$ cat src/sv/m3h_pkg.sv
// shared constants, types and helpers of the murmur3 byte hasher
`default_nettype none

package m3h_pkg;

    localparam logic [31:0] C1         = 32'hcc9e2d51;
    localparam logic [31:0] C2         = 32'h1b873593;
    localparam logic [31:0] C_MIX_ADD  = 32'he6546b64;
    localparam logic [31:0] C_FMIX1    = 32'h85ebca6b;
    localparam logic [31:0] C_FMIX2    = 32'hc2b2ae35;
    localparam logic [31:0] C_FIVE     = 32'd5;
    localparam logic [31:0] SEED_RESET = 32'd42;

    // sequencer states
    typedef enum logic [2:0] {
        S_IDLE,
        S_C1,
        S_C2,
        S_MIX,
        S_ADD,
        S_FIN,
        S_F2,
        S_F3
    } t_state;

    // operand selection for the shared multiplier
    typedef enum logic [2:0] {
        MS_NONE,
        MS_C1,
        MS_C2,
        MS_K5,
        MS_FT,
        MS_FH,
        MS_F2
    } t_mul_sel;

    // control bundle from sequencer to datapath
    typedef struct packed {
        logic     in_ready;
        logic     mul_en;
        t_mul_sel mul_sel;
        logic     hash_add;
        logic     ld_out;
    } t_ctrl;

    function automatic logic [31:0] rotl32(input logic [31:0] x, input int unsigned r);
        rotl32 = (x << r) | (x >> (32 - r));
    endfunction

endpackage

`default_nettype wire

$ cat src/sv/m3h_mul.sv
// shared 32x32 multiplier keeping the low word, registered result
`default_nettype none

module m3h_mul import m3h_pkg::*; (
    input  wire logic        i_clk,
    input  wire logic        i_en,
    input  wire logic [31:0] i_a,
    input  wire logic [31:0] i_b,
    output logic      [31:0] o_p
);

    logic [31:0] w_low;
    logic [31:0] r_prod;

    // low word of the product, the high word is never needed
    assign w_low = i_a * i_b;

    always_ff @(posedge i_clk) begin
        if (i_en) begin
            r_prod <= w_low;
        end
    end

    assign o_p = r_prod;

endmodule

`default_nettype wire

$ cat src/sv/m3h_ctrl.sv
// sequencer that schedules block mixing and finalization on the multiplier
`default_nettype none

module m3h_ctrl import m3h_pkg::*; (
    input  wire logic i_clk,
    input  wire logic i_rst_n,
    input  wire logic i_in_valid,
    input  wire logic i_blk,
    input  wire logic i_last,
    input  wire logic i_out_free,
    output t_ctrl     o_ctrl
);

    t_state r_state, n_state;
    logic   r_blk, n_blk;
    logic   r_last, n_last;
    logic   w_accept;

    assign w_accept = i_in_valid && (r_state == S_IDLE);

    // state and item flags
    always_ff @(posedge i_clk) begin
        if (!i_rst_n) begin
            r_state <= S_IDLE;
            r_blk   <= 1'b0;
            r_last  <= 1'b0;
        end else begin
            r_state <= n_state;
            r_blk   <= n_blk;
            r_last  <= n_last;
        end
    end

    // next state
    always_comb begin
        n_state = r_state;
        n_blk   = r_blk;
        n_last  = r_last;
        unique case (r_state)
            S_IDLE: begin
                if (w_accept) begin
                    n_blk  = i_blk;
                    n_last = i_last;
                    if (i_blk || i_last) begin
                        n_state = S_C1;
                    end
                end
            end
            S_C1:  n_state = S_C2;
            S_C2:  n_state = S_MIX;
            S_MIX: n_state = r_blk ? S_ADD : S_F2;
            S_ADD: n_state = r_last ? S_FIN : S_IDLE;
            S_FIN: n_state = S_F2;
            S_F2:  n_state = S_F3;
            S_F3: begin
                if (i_out_free) begin
                    n_state = S_IDLE;
                end
            end
            default: n_state = S_IDLE;
        endcase
    end

    // control outputs
    always_comb begin
        o_ctrl          = '0;
        o_ctrl.mul_sel  = MS_NONE;
        unique case (r_state)
            S_IDLE: o_ctrl.in_ready = 1'b1;
            S_C1: begin
                o_ctrl.mul_en  = 1'b1;
                o_ctrl.mul_sel = MS_C1;
            end
            S_C2: begin
                o_ctrl.mul_en  = 1'b1;
                o_ctrl.mul_sel = MS_C2;
            end
            S_MIX: begin
                o_ctrl.mul_en  = 1'b1;
                o_ctrl.mul_sel = r_blk ? MS_K5 : MS_FT;
            end
            S_ADD: o_ctrl.hash_add = 1'b1;
            S_FIN: begin
                o_ctrl.mul_en  = 1'b1;
                o_ctrl.mul_sel = MS_FH;
            end
            S_F2: begin
                o_ctrl.mul_en  = 1'b1;
                o_ctrl.mul_sel = MS_F2;
            end
            S_F3: o_ctrl.ld_out = i_out_free;
            default: o_ctrl.in_ready = 1'b0;
        endcase
    end

endmodule

`default_nettype wire

$ cat src/sv/murmur3_32_byte_hasher.sv
// top level of the murmur3 x86_32 byte hasher
// Usage:
//   Input channel (i_in_valid / o_in_ready) takes one message byte per beat
//   with i_data_byte, i_byte_valid and i_last. A beat with i_byte_valid low
//   carries no byte; with i_last high it still ends the message.
//   Output channel (o_out_valid / i_out_ready) delivers one o_hash beat per
//   message, from an output register.
//   Config channel (i_cfg_valid / o_cfg_ready) writes the seed; always ready.
//   The seed loads into the running hash at once while no byte is counted.
// Steps (one shared 32x32 multiplier, registered, under a sequencer):
//   a byte that does not complete a block and is not last: packed, input stays ready
//   a byte that completes a block: two scramble multiplies,
//   the x5 multiply and the add
//   a last beat: the two scramble multiplies, then the fmix multiplies, with
//   the x5 multiply and the add between them if a block completes.
// Reset clears the sequencer and output valid, sets seed and hash to 42.
// If the receiver stalls, the finished hash waits in the final step and the
// input stays not ready until the output register is free.
`default_nettype none

module murmur3_32_byte_hasher import m3h_pkg::*; (
    input  wire logic        i_clk,
    input  wire logic        i_rst_n,
    input  wire logic        i_in_valid,
    output logic             o_in_ready,
    input  wire logic [7:0]  i_data_byte,
    input  wire logic        i_byte_valid,
    input  wire logic        i_last,
    output logic             o_out_valid,
    input  wire logic        i_out_ready,
    output logic      [31:0] o_hash,
    input  wire logic        i_cfg_valid,
    output logic             o_cfg_ready,
    input  wire logic [31:0] i_cfg_seed
);

    t_ctrl       w_ctrl;
    logic        w_accept;
    logic        w_out_free;
    logic [1:0]  w_pos;
    logic        w_blk;
    logic [31:0] w_nb;
    logic [31:0] w_prod;
    logic [31:0] w_a, w_b;
    logic [31:0] w_t, w_fin;

    logic [31:0] r_seed;
    logic [31:0] r_hash;
    logic [31:0] r_pb;
    logic [31:0] r_count;
    logic [31:0] r_k;
    logic        r_out_valid;
    logic [31:0] r_out_hash;

    assign o_in_ready  = w_ctrl.in_ready;
    assign o_cfg_ready = 1'b1;
    assign o_out_valid = r_out_valid;
    assign o_hash      = r_out_hash;

    assign w_accept   = i_in_valid && w_ctrl.in_ready;
    assign w_out_free = !r_out_valid || i_out_ready;

    // byte packing into the partial block
    assign w_pos = r_count[1:0];
    assign w_nb  = i_byte_valid ? (r_pb | ({24'd0, i_data_byte} << {w_pos, 3'b000})) : r_pb;
    assign w_blk = i_byte_valid && (w_pos == 2'd3);

    m3h_ctrl u_ctrl (
        .i_clk      (i_clk),
        .i_rst_n    (i_rst_n),
        .i_in_valid (i_in_valid),
        .i_blk      (w_blk),
        .i_last     (i_last),
        .i_out_free (w_out_free),
        .o_ctrl     (w_ctrl)
    );

    // multiplier operand selection
    always_comb begin
        w_a = 32'd0;
        w_b = 32'd0;
        w_t = 32'd0;
        case (w_ctrl.mul_sel)
            MS_C1: begin
                w_a = r_k;
                w_b = C1;
            end
            MS_C2: begin
                w_a = rotl32(w_prod, 15);
                w_b = C2;
            end
            MS_K5: begin
                w_a = rotl32(r_hash ^ w_prod, 13);
                w_b = C_FIVE;
            end
            MS_FT: begin
                w_t = r_hash ^ w_prod ^ r_count;
                w_a = w_t ^ (w_t >> 16);
                w_b = C_FMIX1;
            end
            MS_FH: begin
                w_t = r_hash ^ r_count;
                w_a = w_t ^ (w_t >> 16);
                w_b = C_FMIX1;
            end
            MS_F2: begin
                w_a = w_prod ^ (w_prod >> 13);
                w_b = C_FMIX2;
            end
            default: begin
                w_a = 32'd0;
                w_b = 32'd0;
            end
        endcase
    end

    m3h_mul u_mul (
        .i_clk (i_clk),
        .i_en  (w_ctrl.mul_en),
        .i_a   (w_a),
        .i_b   (w_b),
        .o_p   (w_prod)
    );

    assign w_fin = w_prod ^ (w_prod >> 16);

    // message state and seed
    always_ff @(posedge i_clk) begin
        if (!i_rst_n) begin
            r_seed  <= SEED_RESET;
            r_hash  <= SEED_RESET;
            r_pb    <= 32'd0;
            r_count <= 32'd0;
        end else begin
            if (w_accept) begin
                if (i_byte_valid) begin
                    r_count <= r_count + 32'd1;
                end
                r_pb <= w_blk ? 32'd0 : w_nb;
            end
            if (w_ctrl.hash_add) begin
                r_hash <= w_prod + C_MIX_ADD;
            end
            if (w_ctrl.ld_out) begin
                r_hash  <= r_seed;
                r_pb    <= 32'd0;
                r_count <= 32'd0;
            end
            if (i_cfg_valid) begin
                r_seed <= i_cfg_seed;
                if (r_count == 32'd0) begin
                    r_hash <= i_cfg_seed;
                end
            end
        end
    end

    // block word handed to the scramble
    always_ff @(posedge i_clk) begin
        if (w_accept) begin
            r_k <= w_nb;
        end
    end

    // output register
    always_ff @(posedge i_clk) begin
        if (!i_rst_n) begin
            r_out_valid <= 1'b0;
        end else if (w_ctrl.ld_out) begin
            r_out_valid <= 1'b1;
        end else if (i_out_ready) begin
            r_out_valid <= 1'b0;
        end
    end

    always_ff @(posedge i_clk) begin
        if (w_ctrl.ld_out) begin
            r_out_hash <= w_fin;
        end
    end

endmodule

`default_nettype wire

$ cat config.mk
export PLATFORM = sky130hd
export DESIGN_NAME = murmur3_32_byte_hasher
export DESIGN_NICKNAME = d
export VERILOG_FILES = /design/src/sv/m3h_pkg.sv /design/src/sv/m3h_mul.sv /design/src/sv/m3h_ctrl.sv /design/src/sv/murmur3_32_byte_hasher.sv
export SDC_FILE = /design/constraint.sdc
export NUM_CORES = 2
export LEC_CHECK = 0
export BUFFER_PORTS_ARGS = -buffer_cell sky130_fd_sc_hd__buf_2
export CAP_MARGIN = 20
export CORE_UTILIZATION = 30
export DETAILED_ROUTE_END_ITERATION = 8
export GPL_ROUTABILITY_DRIVEN = 0
export PLACE_DENSITY = 0.52
export REMOVE_ABC_BUFFERS = 1
export SLEW_MARGIN = 20
export SYNTH_ARGS = -nofsm -noshare
export SYNTH_HDL_FRONTEND = slang
export SYNTH_HIERARCHICAL = 1
export SYNTH_SLANG_ARGS = --single-unit
export TNS_END_PERCENT = 30
$ cat constraint.sdc
create_clock -name i_clk -period 8.7 [get_ports i_clk]
set_input_delay 0.435 -clock i_clk [delete_from_list [all_inputs] [get_ports i_clk]]
set_output_delay 0.435 -clock i_clk [all_outputs]
set_load 0.1 [all_outputs]
==> results_dict.tcl <==
set metrics [dict create \
    drive_gt1_frac 0.131 \
    starting_density_of_the_core 0.303 \
    io_pins 82 \
    synth_adder_area_share 0.346 \
    detailed_place_hpwl_mm 70.5 \
    max-clock-path-buffers 3 \
    cp_num_buf_inv 8 \
    synth-edff-count 96 \
    grt_start_max_net_pins 74 \
    delay_of_the_slowest_cell_on_the_worst_path_ns 0.54 \
    worst_slew_margin_rel 0.254 \
    met2RoutedLength_mm 41.4 \
    ys_seq_elements 230 \
    period_needed_ns 8.41 \
    run_status "finished clean" \
    antenna_found_initial 8 \
    total_of_endpoints_with_negative_setup_slack_in_the_final_report 0 \
    critical-path-top-delay-family "adder cells" \
    critPathArrivalTime_ns 8.74 \
    static-leakage-power_nw 14.0 \
    timing_worst_slew_pin_value_ns 1.12 \
    timing.critical_path.from_type "register" \
    synth-compound-area-share 0.0870 \
    worst_hold_path.endpoint "r_hash[3]" \
    async_s_r_ff_share_synth 0 \
    ys_types 82 \
    worst_clock_skew_ns 0.0247 \
    top_signal_layer_used "met5" \
    hold_start "i_cfg_seed[3]" \
    synthCells 3019 \
    dr_iter_0_viols 2005 \
    drt_first_pass_iters 8 \
    power_density_normalized_to_cell_area_mw_per_mm2 372 \
    fillCellCount 9592 \
    cts_tree "done" \
    drcViolationCount 0 \
    core_region_area_sq_mm 0.0932 \
    reg2reg_to "u_mul/o_p[31]" \
    met1Wirelength_mm 42.4 \
    worst_path_max_delay_cell "sky130_fd_sc_hd__fa_1" \
    period_share 0.967 \
    finalNetCount 3706 \
    wirelength_mm 91.8 \
    place.detailed.instances 4326 \
    clk-insertion-delay-late_ns 0.58 \
    drv_cap 0 \
    cts_sinks 230 \
    avgRoutedWirePerCell_microns 20.9 \
    yosys-mux-area-fraction 0.0180 \
    reg2reg_slack_ns 0.29 \
    dominant_combinational_cell_family_by_area_after_synthesis "adder cells" \
    worst_setup_hold_path_clk_slew_ns 0.08 \
    syn-mean-instance-area_sq_um 9.34 \
    grt_overflow_total 0 \
    yosys.area_share.xor_xnor 0.0845 \
    floorplan.die.width_microns 309 \
    critical_path.max_fanout 10 \
    tritoncts.num_buffers 25 \
    synth-main-ff-cell "sky130_fd_sc_hd__dfxtp_1" \
    die-height_microns 309 \
    timing.rr.start "u_ctrl/r_state[2]" \
    critical_path.endpoint_type "register" \
    fmaxAchievable_mhz 119 \
    hold_class "input pin to register" \
    clock-root-buffer "sky130_fd_sc_hd__clkbuf_16" \
    critPathRequiredTime_ns 9.03 \
    area_growth_syn_to_fin_pct 15.2 \
    vias_cell 4.89 \
    grt_first_pass_wirelength_mm 140 \
    drtAntennaViolNets 0 \
    routed-via-count 21536 \
    timing.reg2reg.worst_path_depth 32 \
    report.final.slew_viol_count 0 \
    hold_viol 0 \
    ir_worst_vdd_v 0.000482 \
    cts-htree-levels 1 \
    synth.yosys.warnings 6 \
    critPathKind "register to register" \
    first_global_vias 21991 \
    synth_seq_area_share 0.197 \
    synth_area_sq_mm 0.0282 \
    total_power_mw 12.1 \
    portBuffers 80 \
    wl_met3_mm 5.41 \
    synth_simple_gate_area_frac 0.188 \
    die_area_sq_mm 0.0952 \
    whs_ns 0.106 \
    layout.cells.non_filler 4400 \
    holdPathStages 3 \
    placementRows 112 \
    finalSetupTns_ns 0 \
    global_route.usage.total 0.195 \
]
cell usage after synthesis, types with 5 or more instances:
| library cell | instances | area [sq um] |
|---|---|---|
| sky130_fd_sc_hd__clkbuf_1 | 149 | 559 |
| sky130_fd_sc_hd__fa_1 | 408 | 8170 |
| sky130_fd_sc_hd__and2_1 | 378 | 2360 |
| sky130_fd_sc_hd__nor3b_1 | 37 | 278 |
| sky130_fd_sc_hd__mux2_2 | 5 | 56.3 |
| sky130_fd_sc_hd__a21oi_1 | 86 | 430 |
| sky130_fd_sc_hd__a222oi_1 | 17 | 170 |
| sky130_fd_sc_hd__nand3_1 | 20 | 100 |
| sky130_fd_sc_hd__mux2i_1 | 45 | 450 |
| sky130_fd_sc_hd__and3_1 | 10 | 62.6 |
| sky130_fd_sc_hd__xor2_1 | 101 | 885 |
| sky130_fd_sc_hd__a21o_1 | 43 | 323 |
| sky130_fd_sc_hd__xnor2_1 | 171 | 1500 |
| sky130_fd_sc_hd__nor4_1 | 6 | 37.5 |
| sky130_fd_sc_hd__a31oi_1 | 15 | 93.8 |
| sky130_fd_sc_hd__o221ai_1 | 19 | 166 |
| sky130_fd_sc_hd__nor3_1 | 14 | 70.1 |
| sky130_fd_sc_hd__ha_1 | 126 | 1580 |
| sky130_fd_sc_hd__nand2_1 | 259 | 972 |
| sky130_fd_sc_hd__a221oi_1 | 12 | 105 |
| sky130_fd_sc_hd__nor2b_1 | 45 | 282 |
| sky130_fd_sc_hd__o211ai_1 | 21 | 158 |
| sky130_fd_sc_hd__o21ai_0 | 68 | 340 |
| sky130_fd_sc_hd__edfxtp_1 | 96 | 2880 |
| sky130_fd_sc_hd__o21a_1 | 8 | 60.1 |
| sky130_fd_sc_hd__o21ai_1 | 5 | 25.0 |
| sky130_fd_sc_hd__buf_2 | 20 | 100 |
| sky130_fd_sc_hd__nand2b_1 | 13 | 81.3 |
| sky130_fd_sc_hd__dfxtp_1 | 134 | 2680 |
| sky130_fd_sc_hd__a211o_1 | 5 | 43.8 |
| sky130_fd_sc_hd__buf_1 | 16 | 60.1 |
| sky130_fd_sc_hd__nand3b_1 | 10 | 75.1 |
| sky130_fd_sc_hd__nand4_1 | 17 | 106 |
| sky130_fd_sc_hd__and4_1 | 5 | 43.8 |
| sky130_fd_sc_hd__o22ai_1 | 8 | 50.1 |
| sky130_fd_sc_hd__buf_6 | 5 | 56.3 |
| sky130_fd_sc_hd__inv_1 | 382 | 1430 |
| sky130_fd_sc_hd__or3_1 | 5 | 31.3 |
| sky130_fd_sc_hd__nor2_1 | 156 | 586 |
| sky130_fd_sc_hd__a211oi_1 | 11 | 82.6 |
registers in the layout, indices dropped and copies added, names as in the netlist:
signal,count
o_hash,32
o_out_valid,1
r_count,32
r_hash,32
r_k,32
r_pb,32
r_seed,32
u_ctrl/r_blk,1
u_ctrl/r_last,1
u_ctrl/r_state,3
u_mul/o_p,32
per-layer routing:
layer,up-vias,GRT usage
met1,10945,0.283
met2,637,0.308
met4,8,0.0485
li1,9821,-
met5,-,0
met3,125,0.0233
final cells by class:
| class | count | area (sq um) | area share |
|---|---|---|---|
| multi-input combinational | 2216 | 20800 | 0.639 |
| sequential | 230 | 5570 | 0.171 |
| timing repair buffer | 270 | 2140 | 0.0658 |
| tap | 1254 | 1570 | 0.0483 |
| inverter | 382 | 1430 | 0.0441 |
| clock buffer | 25 | 626 | 0.0193 |
| clock inverter | 21 | 380 | 0.0117 |
| antenna | 2 | 5.00 | 0.000154 |
kinds of logic (layout without fill, tap and decap cells):
kind of cell / after synthesis / after routing
simple gates: 996 / 996
flops: 230 / 230
mux: 50 / 50
buf+inv: 575 / 698
xor+xnor: 272 / 272
fa+ha+maj: 534 / 534
compound gates: 360 / 360
other cells: 2 / 6
through the flow:
stage,util,setup slack (ns),instance area [sq um]
final,0.349,0.291,32500
after global routing,0.349,-0.0274,32500
after CTS,0.343,0.0515,32000
after detailed placement,0.333,0.0815,31000
after global placement,0.333,0.129,31000
after floorplan,-,-3.18,27400
cells in the final DEF (no fill, tap or decap), types with 9 or more instances in the layout:
master                      count
sky130_fd_sc_hd__fa_1         401
sky130_fd_sc_hd__inv_1        376
sky130_fd_sc_hd__and2_1       369
sky130_fd_sc_hd__nand2_1      257
sky130_fd_sc_hd__xnor2_1      170
sky130_fd_sc_hd__buf_4        162
sky130_fd_sc_hd__nor2_1       151
sky130_fd_sc_hd__dfxtp_1      131
sky130_fd_sc_hd__ha_1         122
sky130_fd_sc_hd__xor2_1       101
sky130_fd_sc_hd__edfxtp_1      96
sky130_fd_sc_hd__buf_2         80
sky130_fd_sc_hd__a21oi_1       79
sky130_fd_sc_hd__o21ai_0       63
sky130_fd_sc_hd__mux2i_1       45
sky130_fd_sc_hd__nor2b_1       44
sky130_fd_sc_hd__a21o_1        43
sky130_fd_sc_hd__nor3b_1       36
sky130_fd_sc_hd__clkbuf_16     28
sky130_fd_sc_hd__o211ai_1      21
sky130_fd_sc_hd__nand3_1       19
sky130_fd_sc_hd__buf_12        18
sky130_fd_sc_hd__a222oi_1      17
sky130_fd_sc_hd__nand4_1       17
sky130_fd_sc_hd__a31oi_1       15
sky130_fd_sc_hd__nor3_1        13
sky130_fd_sc_hd__nand2b_1      12
sky130_fd_sc_hd__o221ai_2      11
sky130_fd_sc_hd__a211oi_1      11
sky130_fd_sc_hd__nand3b_1      10
sky130_fd_sc_hd__and3_1        10
sky130_fd_sc_hd__bufinv_16     10
sky130_fd_sc_hd__a221oi_1       9
worst min-delay path, cell delays in order:
cell	delay [ns]
sky130_fd_sc_hd__buf_2	0.10
sky130_fd_sc_hd__mux2i_1	0.06
sky130_fd_sc_hd__nand2_1	0.05
how the worst max path moves through the flow:
stage / start / to / slack (ns) / cells after the start
6_report: u_ctrl/r_state[2] / u_mul/o_p[31] / 0.29 / 32
5_1_grt: u_ctrl/r_state[2] / u_mul/o_p[30] / -0.03 / 30
4_1_cts: u_ctrl/r_state[2] / u_mul/o_p[29] / 0.05 / 30
3_5_place_dp: u_ctrl/r_state[2] / u_mul/o_p[31] / 0.08 / 30
3_3_place_gp: u_ctrl/r_state[2] / u_mul/o_p[29] / 0.13 / 30
2_1_floorplan: u_ctrl/r_state[0] / u_mul/o_p[29] / -3.18 / 26
repair_timing:
action	4_1_cts	5_1_grt
buffers inserted	0	24
resized for setup	0	60
hold buffers	0	0
setup endpoints to repair	0	12
where the power goes:
part           leakage (nW)  switching, mW  internal (mW)
sequential             2.01          0.390           1.49
combinational          11.5           5.03           3.84
clock                 0.495          0.496          0.830
total                  14.0           5.92           6.15
(Power assumes the default switching activity.)
